$ cat config.mk
export PLATFORM = sky130hd
export DESIGN_NAME = radio_frame_receive_filter
export DESIGN_NICKNAME = d
export VERILOG_FILES = /design/src/sv/rfrf_pkg.sv /design/src/sv/rfrf_frame_track.sv /design/src/sv/radio_frame_receive_filter.sv
export SDC_FILE = /design/constraint.sdc
export NUM_CORES = 1
export LEC_CHECK = 0
export BUFFER_PORTS_ARGS = -buffer_cell sky130_fd_sc_hd__buf_2
export CAP_MARGIN = 0
export CORE_MARGIN = 8
export CORE_UTILIZATION = 60
export DETAILED_ROUTE_END_ITERATION = 8
export GPL_TIMING_DRIVEN = 0
export PLACE_DENSITY = 0.8
export SYNTH_ARGS = -nofsm -noshare
export SYNTH_HDL_FRONTEND = slang
export SYNTH_SLANG_ARGS = --single-unit
$ cat constraint.sdc
create_clock -name aclk -period 6.5 [get_ports aclk]
set_input_delay 0.975 -clock aclk [delete_from_list [all_inputs] [get_ports aclk]]
set_output_delay 0.975 -clock aclk [all_outputs]
set_load 0.02 [all_outputs]
$ cat src/sv/rfrf_pkg.sv
`timescale 1ns / 1ps
// ============================================================================
// rfrf_pkg
// Types and constants shared by the radio frame receive filter modules.
// ============================================================================
package rfrf_pkg;

    // frame layout
    localparam int HDR_BYTES       = 15;
    localparam int MIN_FRAME_BYTES = 16;
    localparam int XOR_START_POS   = 3;
    localparam int OFS_HEAD        = 0;
    localparam int OFS_TARGET      = 1;
    localparam int OFS_GROUP       = 5;
    localparam int OFS_SEQ         = 9;
    localparam int OFS_PACK        = 10;
    localparam int OFS_TYPE        = 11;
    localparam int OFS_LEN         = 14;

    // preamble wait: limit 110 less a margin of 5
    localparam int PRE_WAIT_LIMIT  = 105;

    // ack table slots: 15 devices per 16-bit word
    localparam int SLOT_SPAN       = 15;
    localparam int SLOT_RECIP      = 137;
    localparam int SLOT_RECIP_SH   = 11;

    localparam logic [7:0] SEQ_RESET = 8'hFF;

    typedef enum logic [2:0] {
        CFG_OWN_UID       = 3'd0,
        CFG_PAIRED_UID    = 3'd1,
        CFG_BROADCAST_UID = 3'd2,
        CFG_DEVICE_NUMBER = 3'd3,
        CFG_HEAD_MARKER   = 3'd4,
        CFG_END_MARKER    = 3'd5,
        CFG_TYPE_CODES    = 3'd6,
        CFG_WINDOW_EXTEND = 3'd7
    } cfg_index_t;

    typedef enum logic [3:0] {
        ACT_CHECK_ERROR   = 4'd0,
        ACT_NOT_ADDRESSED = 4'd1,
        ACT_NEW_DATA      = 4'd2,
        ACT_REPEAT_NEW    = 4'd3,
        ACT_REPEAT_OLD    = 4'd4,
        ACT_ACK           = 4'd5,
        ACT_PRE_IGNORED   = 4'd6,
        ACT_WAIT_START    = 4'd7,
        ACT_WINDOW_EXTEND = 4'd8
    } action_t;

    typedef struct packed {
        logic [7:0] frame_byte;
        logic       frame_last;
        logic [6:0] signal_strength;
    } in_beat_t;

    typedef struct packed {
        action_t     action;
        logic        send_ack;
        logic        ack_immediate;
        logic [31:0] group_uid;
        logic [7:0]  echo_sequence;
        logic [7:0]  echo_pack;
        logic [7:0]  window_ticks;
        logic [6:0]  rssi_out;
        logic [7:0]  body_length;
    } out_beat_t;

    // location of this device's bit in the ack table
    typedef struct packed {
        logic [4:0] byte_index;
        logic [2:0] bit_index;
        logic       in_table;
    } slot_sel_t;

    // frame summary seen at the final byte
    typedef struct packed {
        logic        pos_ok;
        logic        xor_ok;
        logic [7:0]  head_byte;
        logic [31:0] target_uid;
        logic [31:0] group_uid;
        logic [7:0]  seq;
        logic [7:0]  pack;
        logic [7:0]  type_byte;
        logic [7:0]  body_len;
        logic        table_bit;
    } frame_view_t;

endpackage

$ cat src/sv/rfrf_frame_track.sv
`timescale 1ns / 1ps
// ============================================================================
// rfrf_frame_track
// Per-frame byte tracking: position, running XOR, header capture and the
// ack table bit of this device.
// ============================================================================
module rfrf_frame_track import rfrf_pkg::*; #(
    parameter int MAX_FRAME_BYTES = 250
) (
    input  logic        aclk,
    input  logic        aresetn,
    input  logic        beat_en,
    input  in_beat_t    beat,
    input  slot_sel_t   slot,
    output frame_view_t view
);

    logic [7:0] pos_reg, pos_next;
    logic [7:0] xor_reg, xor_next;
    logic [7:0] recent0_reg, recent0_next;
    logic [7:0] recent1_reg, recent1_next;
    logic       tbit_reg, tbit_next;
    logic [7:0] hdr_reg [HDR_BYTES];

    logic [7:0] xor_now;
    logic [9:0] table_pos;
    logic       table_hit;
    logic       tbit_now;

    always_comb begin
        xor_now   = (pos_reg >= 8'(XOR_START_POS)) ? (xor_reg ^ recent1_reg) : xor_reg;
        table_pos = 10'(HDR_BYTES) + {2'b00, hdr_reg[OFS_LEN]} + {5'b00000, slot.byte_index};
        table_hit = slot.in_table && (pos_reg >= 8'(HDR_BYTES))
                    && ({2'b00, pos_reg} == table_pos);
        tbit_now  = table_hit ? beat.frame_byte[slot.bit_index] : tbit_reg;
    end

    always_comb begin
        if (beat.frame_last) begin
            pos_next     = '0;
            xor_next     = '0;
            recent0_next = '0;
            recent1_next = '0;
            tbit_next    = 1'b0;
        end else begin
            pos_next     = (pos_reg == 8'hFF) ? pos_reg : pos_reg + 8'd1;
            xor_next     = xor_now;
            recent0_next = beat.frame_byte;
            recent1_next = recent0_reg;
            tbit_next    = tbit_now;
        end
    end

    always_ff @(posedge aclk) begin
        if (!aresetn) begin
            pos_reg     <= '0;
            xor_reg     <= '0;
            recent0_reg <= '0;
            recent1_reg <= '0;
            tbit_reg    <= 1'b0;
        end else if (beat_en) begin
            pos_reg     <= pos_next;
            xor_reg     <= xor_next;
            recent0_reg <= recent0_next;
            recent1_reg <= recent1_next;
            tbit_reg    <= tbit_next;
        end
    end

    always_ff @(posedge aclk) begin
        if (beat_en && (pos_reg < 8'(HDR_BYTES))) begin
            hdr_reg[pos_reg[3:0]] <= beat.frame_byte;
        end
    end

    always_comb begin
        view.pos_ok     = (pos_reg >= 8'(MIN_FRAME_BYTES - 1))
                          && (pos_reg < 8'(MAX_FRAME_BYTES));
        view.xor_ok     = (recent0_reg == xor_now);
        view.head_byte  = hdr_reg[OFS_HEAD];
        view.target_uid = {hdr_reg[OFS_TARGET + 3], hdr_reg[OFS_TARGET + 2],
                           hdr_reg[OFS_TARGET + 1], hdr_reg[OFS_TARGET]};
        view.group_uid  = {hdr_reg[OFS_GROUP + 3], hdr_reg[OFS_GROUP + 2],
                           hdr_reg[OFS_GROUP + 1], hdr_reg[OFS_GROUP]};
        view.seq        = hdr_reg[OFS_SEQ];
        view.pack       = hdr_reg[OFS_PACK];
        view.type_byte  = hdr_reg[OFS_TYPE];
        view.body_len   = hdr_reg[OFS_LEN];
        view.table_bit  = tbit_now;
    end

endmodule

$ cat src/sv/radio_frame_receive_filter.sv
`timescale 1ns / 1ps
// ============================================================================
// radio_frame_receive_filter
// Checks received radio frames byte by byte and classifies each frame.
// ============================================================================
// The block takes one payload byte per clock cycle. Every byte updates the
// frame tracking registers as it is accepted; the final byte of a frame is
// checked and classified in the same cycle and its result appears on the
// m_ channel on the following cycle, one result per frame. The input only
// stalls on a final byte while the previous frame's result is still held by
// the output register and not taken that cycle. Configuration is written
// through cfg_wr_en, cfg_index and cfg_wr_data while no frame is in flight.
module radio_frame_receive_filter import rfrf_pkg::*; #(
    parameter int MAX_FRAME_BYTES = 250,
    parameter int ACK_TABLE_BYTES = 16
) (
    input  logic        aclk,
    input  logic        aresetn,

    input  logic        cfg_wr_en,
    input  logic [2:0]  cfg_index,
    input  logic [31:0] cfg_wr_data,

    input  logic        s_valid,
    output logic        s_ready,
    input  in_beat_t    s_beat,

    output logic        m_valid,
    input  logic        m_ready,
    output out_beat_t   m_beat
);

    logic [31:0] own_uid_reg;
    logic [31:0] paired_uid_reg;
    logic [31:0] bcast_uid_reg;
    logic [7:0]  head_marker_reg;
    logic [7:0]  end_marker_reg;
    logic [23:0] type_codes_reg;
    logic [7:0]  win_extend_reg;
    slot_sel_t   slot_reg, slot_next;

    logic [7:0]  last_seq_reg, last_seq_next;
    logic [7:0]  last_pack_reg, last_pack_next;
    logic        wait_flag_reg, wait_flag_next;

    logic        m_valid_reg, m_valid_next;
    out_beat_t   m_beat_reg, m_beat_next;

    logic        beat_en;
    logic        frame_done;
    frame_view_t view;

    logic [14:0] slot_prod;
    logic [3:0]  slot_quo;
    logic [6:0]  slot_rem;

    logic        check_ok;
    logic        to_own;
    logic        addr_ok;

    // ack table slot of the device number, found on the config write
    always_comb begin
        slot_prod            = 15'(cfg_wr_data[6:0]) * 15'(SLOT_RECIP);
        slot_quo             = slot_prod[14:SLOT_RECIP_SH];
        slot_rem             = cfg_wr_data[6:0] - 7'({3'b000, slot_quo} * 7'(SLOT_SPAN));
        slot_next.byte_index = {slot_quo, 1'b0} + {4'b0000, slot_rem[3]};
        slot_next.bit_index  = slot_rem[2:0];
        slot_next.in_table   = {1'b0, slot_next.byte_index} < 6'(ACK_TABLE_BYTES);
    end

    always_ff @(posedge aclk) begin
        if (!aresetn) begin
            own_uid_reg     <= '0;
            paired_uid_reg  <= '0;
            bcast_uid_reg   <= '0;
            head_marker_reg <= '0;
            end_marker_reg  <= '0;
            type_codes_reg  <= '0;
            win_extend_reg  <= '0;
            slot_reg        <= '{byte_index: 5'd0, bit_index: 3'd0, in_table: 1'b1};
        end else if (cfg_wr_en) begin
            unique case (cfg_index_t'(cfg_index))
                CFG_OWN_UID:       own_uid_reg     <= cfg_wr_data;
                CFG_PAIRED_UID:    paired_uid_reg  <= cfg_wr_data;
                CFG_BROADCAST_UID: bcast_uid_reg   <= cfg_wr_data;
                CFG_DEVICE_NUMBER: slot_reg        <= slot_next;
                CFG_HEAD_MARKER:   head_marker_reg <= cfg_wr_data[7:0];
                CFG_END_MARKER:    end_marker_reg  <= cfg_wr_data[7:0];
                CFG_TYPE_CODES:    type_codes_reg  <= cfg_wr_data[23:0];
                CFG_WINDOW_EXTEND: win_extend_reg  <= cfg_wr_data[7:0];
                default: ;
            endcase
        end
    end

    // only a final beat needs room in the output register
    assign s_ready    = !m_valid_reg || m_ready || !s_beat.frame_last;
    assign beat_en    = s_valid && s_ready;
    assign frame_done = beat_en && s_beat.frame_last;

    rfrf_frame_track #(
        .MAX_FRAME_BYTES (MAX_FRAME_BYTES)
    ) u_track (
        .aclk    (aclk),
        .aresetn (aresetn),
        .beat_en (beat_en),
        .beat    (s_beat),
        .slot    (slot_reg),
        .view    (view)
    );

    always_comb begin
        check_ok = view.pos_ok && view.xor_ok
                   && (view.head_byte == head_marker_reg)
                   && (s_beat.frame_byte == end_marker_reg);
        to_own   = (view.target_uid == own_uid_reg);
        addr_ok  = (view.group_uid == paired_uid_reg)
                   && ((view.target_uid == bcast_uid_reg) || to_own);
    end

    always_comb begin
        m_beat_next    = '0;
        m_beat_next.action = ACT_CHECK_ERROR;
        last_seq_next  = last_seq_reg;
        last_pack_next = last_pack_reg;
        wait_flag_next = wait_flag_reg;
        priority if (!check_ok) begin
            m_beat_next.action = ACT_CHECK_ERROR;
        end else if (!addr_ok) begin
            m_beat_next.action = ACT_NOT_ADDRESSED;
        end else if (view.type_byte == type_codes_reg[7:0]) begin
            wait_flag_next            = 1'b0;
            m_beat_next.group_uid     = view.group_uid;
            m_beat_next.echo_sequence = view.seq;
            m_beat_next.echo_pack     = view.pack;
            priority if (view.pack != last_pack_reg) begin
                last_seq_next           = view.seq;
                last_pack_next          = view.pack;
                m_beat_next.action      = ACT_NEW_DATA;
                m_beat_next.body_length = view.body_len;
                m_beat_next.send_ack    = !view.table_bit;
            end else if (view.seq != last_seq_reg) begin
                last_seq_next        = view.seq;
                m_beat_next.action   = ACT_REPEAT_NEW;
                m_beat_next.send_ack = !view.table_bit;
            end else begin
                m_beat_next.action = ACT_REPEAT_OLD;
            end
            m_beat_next.ack_immediate = m_beat_next.send_ack && to_own;
        end else if (view.type_byte == type_codes_reg[15:8]) begin
            m_beat_next.action   = ACT_ACK;
            m_beat_next.rssi_out = s_beat.signal_strength;
        end else if (view.type_byte == type_codes_reg[23:16]) begin
            if (view.table_bit && !wait_flag_reg) begin
                wait_flag_next = 1'b1;
                if (view.seq < 8'(PRE_WAIT_LIMIT)) begin
                    m_beat_next.action       = ACT_WAIT_START;
                    m_beat_next.window_ticks = 8'(PRE_WAIT_LIMIT) - view.seq;
                end else begin
                    m_beat_next.action       = ACT_WINDOW_EXTEND;
                    m_beat_next.window_ticks = win_extend_reg;
                end
            end else begin
                m_beat_next.action = ACT_PRE_IGNORED;
            end
        end else begin
            m_beat_next.action = ACT_NOT_ADDRESSED;
        end
    end

    always_ff @(posedge aclk) begin
        if (!aresetn) begin
            last_seq_reg  <= SEQ_RESET;
            last_pack_reg <= SEQ_RESET;
            wait_flag_reg <= 1'b0;
        end else if (frame_done) begin
            last_seq_reg  <= last_seq_next;
            last_pack_reg <= last_pack_next;
            wait_flag_reg <= wait_flag_next;
        end
    end

    // result register
    always_comb begin
        if (frame_done) begin
            m_valid_next = 1'b1;
        end else if (m_ready) begin
            m_valid_next = 1'b0;
        end else begin
            m_valid_next = m_valid_reg;
        end
    end

    always_ff @(posedge aclk) begin
        if (!aresetn) begin
            m_valid_reg <= 1'b0;
        end else begin
            m_valid_reg <= m_valid_next;
        end
    end

    always_ff @(posedge aclk) begin
        if (frame_done) begin
            m_beat_reg <= m_beat_next;
        end
    end

    assign m_valid = m_valid_reg;
    assign m_beat  = m_beat_reg;

    // input stalls only behind an untaken result
    assert property (@(posedge aclk) disable iff (!aresetn)
        !s_ready |-> (m_valid && !m_ready))
        else $error("input stalled without a pending result");

    // a new result follows a final beat
    assert property (@(posedge aclk) disable iff (!aresetn)
        $rose(m_valid) |-> $past(s_valid && s_ready && s_beat.frame_last))
        else $error("result without a final beat");

    // ack request only for fresh data
    assert property (@(posedge aclk) disable iff (!aresetn)
        (m_valid && m_beat.send_ack) |->
            (m_beat.action == ACT_NEW_DATA || m_beat.action == ACT_REPEAT_NEW))
        else $error("ack requested for wrong action");

    assert property (@(posedge aclk) disable iff (!aresetn)
        (m_valid && m_beat.ack_immediate) |-> m_beat.send_ack)
        else $error("immediate ack without ack request");

endmodule

# [Word-level counts from Yosys, hierarchy flattened]
# Memories as Yosys holds them, arrays and structs flattened.
# Cells that the tools add are included.
# Widths: inputs -> output; s select.
[word_totals] register_bits=281 n_memories=1 romBits=0 ramBits=120 inputBits=56 latchBits=0
[mem_list] name="u_track.hdr_reg" words=15 width=8 rd=13 rd_clocked_by_memory_dff=0 wr=1 line="rfrf_frame_track.sv:23" text="logic [7:0] hdr_reg [HDR_BYTES];"
[op_classes] bitwise=6 reduce_logical=41 muxes=33 n_mul=2 shifts=0 n_lt_le_gt_ge=7 add_sub_neg=6 div=0 eq_ne=22
[op_table] operator="$eq 32x32->1" n=3
[op_table] operator="$mux 8" n=9
[op_table] operator="$eq 8x8->1" n=6
[op_table] operator="$mux 4" n=6
[op_table] operator="$reduce_and 2->1" n=10
[op_table] operator="$ne 8x8->1" n=2
[op_table] operator="$mul 7x8->15 const B" n=1
[op_table] operator="$mux 5" n=3
[op_table] operator="$mux 1" n=13
[op_table] operator="$eq 3x3->1 const B" n=4
[op_table] operator="$logic_and 1x1->1" n=12
[op_table] operator="$add 10x5->10" n=1
[op_table] operator="$eq 8x10->1" n=1
[op_table] operator="$reduce_and 5->1" n=2
[op_table] operator="$add 4x8->9 const A" n=1
[op_table] operator="$add 8x1->8 const B" n=1
[op_table] operator="$eq 8x8->1 const B" n=1
[op_table] operator="$ge 8x2->1 const B" n=1
[op_table] operator="$ge 8x4->1 const B" n=1
[op_table] operator="$lt 8x4->1 const B" n=1
[op_table] operator="$lt 8x7->1 const B" n=1
[op_table] operator="$lt 8x8->1 const B" n=1
[op_table] operator="$reduce_bool 2->1" n=4
[op_table] operator="$sub 7x8->8 const A" n=1
[op_table] operator="other kinds (20)" n=31

# [Longest topological paths before layout]
# An unclocked memory read counts as a cell.
[depth] ltp_word=14 depth_mapped=21

# [Modules after synthesis]
# A second synthesis with hierarchy kept.
[hier_totals] hier_cells=1622 area_unflattened_um2=16812.4
[modules_own_cells] module="radio_frame_receive_filter" instances=1 area_each_um2=11340.9 cells_each=1225 seq_area_each_um2=5735.5
[modules_own_cells] module="rfrf_frame_track" instances=1 area_each_um2=5471.5 cells_each=397 seq_area_each_um2=3783.6

# [Least setup slack after synthesis]
# No wires, ideal clock.
[synth_path] path_kind="input to register" from="in s_beat[7] (netlist bit)" to="reg last_seq_reg[0]" setup_slack_ns=1.524 required_ns=6.371 cell_stages=9 setup_time_ns=0.129 t_arrival_ns=4.847 cell_sequence="clkbuf_1 > inv_1 > or2_2 > and2_1 > nand2_1 > clkinv_1 > nand3_1 > mux2i_1 > nand2_1"
[synth_between] elab_chain_len=5
[synth_rtl] element="from (decl)" line="radio_frame_receive_filter.sv:26" text="input in_beat_t s_beat,"
[synth_rtl] element="$logic_not 1->1" line="radio_frame_receive_filter.sv:97" text="assign s_ready = !m_valid_reg || m_ready || !s_beat.frame_last;"
[synth_rtl] element="$logic_or 1x1->1" line="radio_frame_receive_filter.sv:97"
[synth_rtl] element="named net s_ready" line="radio_frame_receive_filter.sv:25" text="output logic s_ready,"
[synth_rtl] element="$logic_and 1x1->1" line="radio_frame_receive_filter.sv:98" text="assign beat_en = s_valid && s_ready;"
[synth_rtl] element="$logic_and 1x1->1" line="radio_frame_receive_filter.sv:99" text="assign frame_done = beat_en && s_beat.frame_last;"
[synth_rtl] element="named net frame_done" line="radio_frame_receive_filter.sv:50" text="logic frame_done;"
[synth_rtl] element="$reduce_and 5->1 (no line)"
[synth_rtl] element="to (signal assigned)" line="radio_frame_receive_filter.sv:177" text="last_seq_reg <= last_seq_next;"
[synth_rtl] element="to (decl)" line="radio_frame_receive_filter.sv:42" text="logic [7:0] last_seq_reg, last_seq_next;"
# The timed path passes the listed nets, and every way through them passes these cells.
# A chain may end at the register's enable or synchronous reset.

# [Worst setup path after layout]
[layout_path] from="in cfg_wr_data[0]" to="reg slot_reg[4] (netlist bit)"
[layout_between] elab_chain_len=4
[layout_rtl] element="from (decl)" line="radio_frame_receive_filter.sv:22" text="input logic [31:0] cfg_wr_data,"
[layout_rtl] element="$mul 7x8->15" line="radio_frame_receive_filter.sv:63" text="slot_prod = 15'(cfg_wr_data[6:0]) * 15'(SLOT_RECIP);"
[layout_rtl] element="$mul 4x1->4" line="radio_frame_receive_filter.sv:65" text="slot_rem = cfg_wr_data[6:0] - 7'({3'b000, slot_quo} * 7'(SLOT_SPAN));"
[layout_rtl] element="$sub 4x4->4 *" line="radio_frame_receive_filter.sv:65"
[layout_rtl] element="$add 5x1->5 *" line="radio_frame_receive_filter.sv:66" text="slot_next.byte_index = {slot_quo, 1'b0} + {4'b0000, slot_rem[3]};"
[layout_rtl] element="to (signal assigned)" line="radio_frame_receive_filter.sv:80" text="slot_reg <= '{byte_index: 5'd0, bit_index: 3'd0, in_table: 1'b1};"
[layout_rtl] element="to (signal assigned)" line="radio_frame_receive_filter.sv:86" text="CFG_DEVICE_NUMBER: slot_reg <= slot_next;"
[layout_rtl] element="to (decl)" line="radio_frame_receive_filter.sv:40" text="slot_sel_t slot_reg, slot_next;"
# Mark *: on every way between the ends. The rest lies on a longest branch, timed or not.

==> impl_metrics.ini <==
[clock_tree]
h_tree_depth = 2
worst_setup_hold_path_clk_slew_ps = 60
cts_root_buf = clkbuf_16
hold_buffers = 0
cts_tree = done
max-clock-path-buffers = 3
count_of_instances_resized_after_the_clock_tree_is_built = 0
worst_skew_pair.late_latency_ps = 550
numCtsBuffers = 40
clock_sink_count = 385
post-cts-setup-buffer-count = 0

[floorplanning]
io_count = 135
floorplan.initialDensity_pct = 60.3
core-area_um2 = 28500
floorplan.rows = 62
die_width_um = 185
die_height_um = 185
die_ar_um2 = 34300

[routing]
total_vias_in_the_final_route = 13400
avgRoutedWirePerCell_um = 20.7
detail_route.drc_violations = 0
vias_per_cell = 5.87
route.final.wire_length_um = 47100
antenna_violating_nets_post_route = 0
drt-pass1-iter-count = 6
drt_first_iter_violations = 1333

[logic_synthesis]
netlist_instances = 1690
synth_edf_count = 181
synth_sequential_area_ratio_pct = 55.4
synth.top_cell.area_share_pct = 31.6
synth.cell_area_um2 = 17200
synthesis.yosys.warnings = 0
yosysTopAreaCell = edfxtp_1
netlist_top_cells_area = edfxtp_1 32%, dfxtp_1 24%, nand2_1 8.1%
ys_async_sr_fraction_pct = 0
synth_cell_types = 70
mean_syn_cell_area_um2 = 10.2
ys_seq_elements = 385
synthesis.nets = 1784
ys.flop_type = dfxtp_1

[critical_path]
critPathKind = in -> reg
crit_fanout = 9
cp_data_arrival_time_ps = 4890
reg2reg_slack_ps = 2120
regToRegStartpoint = u_track.pos_reg[0]
timing.critical_path.required_ps = 6960
capturing_element_of_the_worst_setup_path = slot_reg[4]
critical_path.reg2reg.endpoint = m_beat[1]
worstSetupStartpoint = cfg_wr_data[0]
worst-r2r-cell-count = 10
worstSetupEndpointType = register
cp-start-kind = input pin

[hold_path]
min-delay-path-class = reg -> reg
min-delay-start = win_extend_reg[1]

[final_layout]
final_nets = 1957
drive_gt1_share_pct = 11.7
largest_register_ffs = 104
final_core_utilization_pct = 69.2
area_delta_synth_final_pct = 14.7

[timing]
setup_total_negative_slack_ps = 0
fin_worst_skew_ps = 25.1
final_setup_vio_count = 0
hold_viol_final = 0
finalWorstPathRequiredPeriod_ps = 4440
fin_hold_ws_ps = 461
grt_setup_unrepaired = false
max_clock_freq_mhz = 225
tightest_slew_ps = 1130
slew_headroom_pct = 24.3
finalCritPeriodShare_pct = 68.2
final_max_slew_viol_count = 0

[grt]
grt_pass1_wl_um = 71300
grt_remaining_overflow = 0
grt_start_max_net_pins = 60
global_route.usage.total_pct = 27.0
grt_antenna_before_repair = 2
number_of_global_route_vias_before_repair = 13000

[placement]
place_congestion = 0.929
place_hpwl_um = 33100
io_buffer_count = 129

[pwr]
power_mw = 5.25
p_leak_nw = 6.85
power-per-cell-area_nw_per_um2 = 266
peakVddDrop_mv = 0.190

[run]
timing.max_cap.violations = 0

[outcome]
status = finished clean
## critical path, stage by stage
cell and delay [ps]:
buf_2 110, clkbuf_1 510, inv_1 150, fa_1 570
inv_1 50, ha_1 270, nand4_1 80, o21bai_1 180
a21oi_1 110, o21bai_1 190, nand2_1 90, xnor2_1 280
ha_1 310, ha_1 180, o21ai_0 150, nand3b_1 110
xnor2_1 200, xnor2_1 150, nand2_1 70, a21oi_1 150
## through the flow
step	instances	instance area, um^2	worst slack (ps)
floorplan	1690	17200	1520
global route	2277	19700	1760
global placement	2203	18300	351
finish	2278	19700	2060
detailed placement	2205	18300	1590
CTS	2277	19700	2130
## Yosys cell counts (6+ instances only)
cell type and number:
nand2_1 371, dfxtp_1 204, a21oi_1 196, edfxtp_1 181, xnor2_1 139, clkbuf_1 69
and2_1 63, nor2_1 62, xor2_1 54, nand4_1 41, ha_1 35, nand3_1 33
inv_1 29, nor3_1 22, nor4_1 21, o21ai_0 18, mux2i_1 16, nand3b_1 10
o2111ai_1 10, nor2b_1 8, and3_1 7, nand2b_1 6
## routing by layer
layer	vias to the layer above	GRT usage (%)	routed length [um]
met3	131	5.34	5000
met5	-	0	8
met2	695	44.1	21600
li1	6200	-	-
met4	2	11.7	1950
met1	6355	34.7	18500
## layout make-up
cell class	count	area, um^2
fillers	2134	8760
repair buffers	131	681
inverters	30	114
well taps	384	480
plain buffers	80	323
clock buffers	60	1210
clock inverters	12	134
multi-input cells	1195	7240
diodes	1	2.50
flip-flops and latches	385	9520
## cell usage in the layout (no fill, tap or decap), drive strengths merged, types with 3 or more instances in the layout
master / synthesis / routed
o311ai: 4 / 4
mux2i: 16 / 16
ha: 35 / 35
fa: 3 / 3
o2111ai: 10 / 10
xnor2: 139 / 139
a31oi: 3 / 3
xor2: 54 / 54
nor3b: 3 / 3
and3: 8 / 8
buf: 9 / 140
clkinv: 1 / 8
o21bai: 3 / 3
o21ai: 19 / 19
nor4: 22 / 22
dfxtp: 204 / 204
nand2: 371 / 371
nand4: 42 / 42
nand2b: 6 / 6
o211ai: 4 / 4
o21a: 5 / 5
xnor3: 5 / 5
nor3: 22 / 22
a311oi: 3 / 3
nor2b: 8 / 8
clkbuf: 71 / 131
and2: 63 / 63
nor2: 62 / 62
a21oi: 196 / 196
edfxtp: 181 / 181
inv: 29 / 32
nand3b: 10 / 10
nand3: 33 / 33
or4: 4 / 4
a211oi: 8 / 8
## how the worst min path moves through the flow
stage                             end  cells after the start
floorplan                 slot_reg[4]                      2
global placement    win_extend_reg[3]                      2
detailed placement  win_extend_reg[4]                      2
CTS                 win_extend_reg[1]                      2
global route        end_marker_reg[3]                      2
finish              win_extend_reg[1]                      2
## power by group
part	switching [mW]	leakage (nW)	internal, mW
sequential	0.0275	3.27	2.58
combinational	0.235	2.92	0.104
clock	0.955	0.652	1.34
total	1.22	6.85	4.03
## cell families (layout without fill, tap and decap cells)
kind of cell | after synthesis | after routing | synth area share (%)
AO/OA/AOI/OAI | 274 | 274 | 9.33
XOR/XNOR | 198 | 198 | 10.5
adder cells (fa/ha/maj) | 38 | 38 | 2.90
buffers and inverters | 110 | 313 | 2.53
flip-flops | 385 | 385 | 55.4
multiplexers | 19 | 19 | 1.26
other | 0 | 1 | 0
AND/OR/NAND/NOR | 666 | 666 | 18.1
Note: power is estimated with default switching activity, not from simulation.
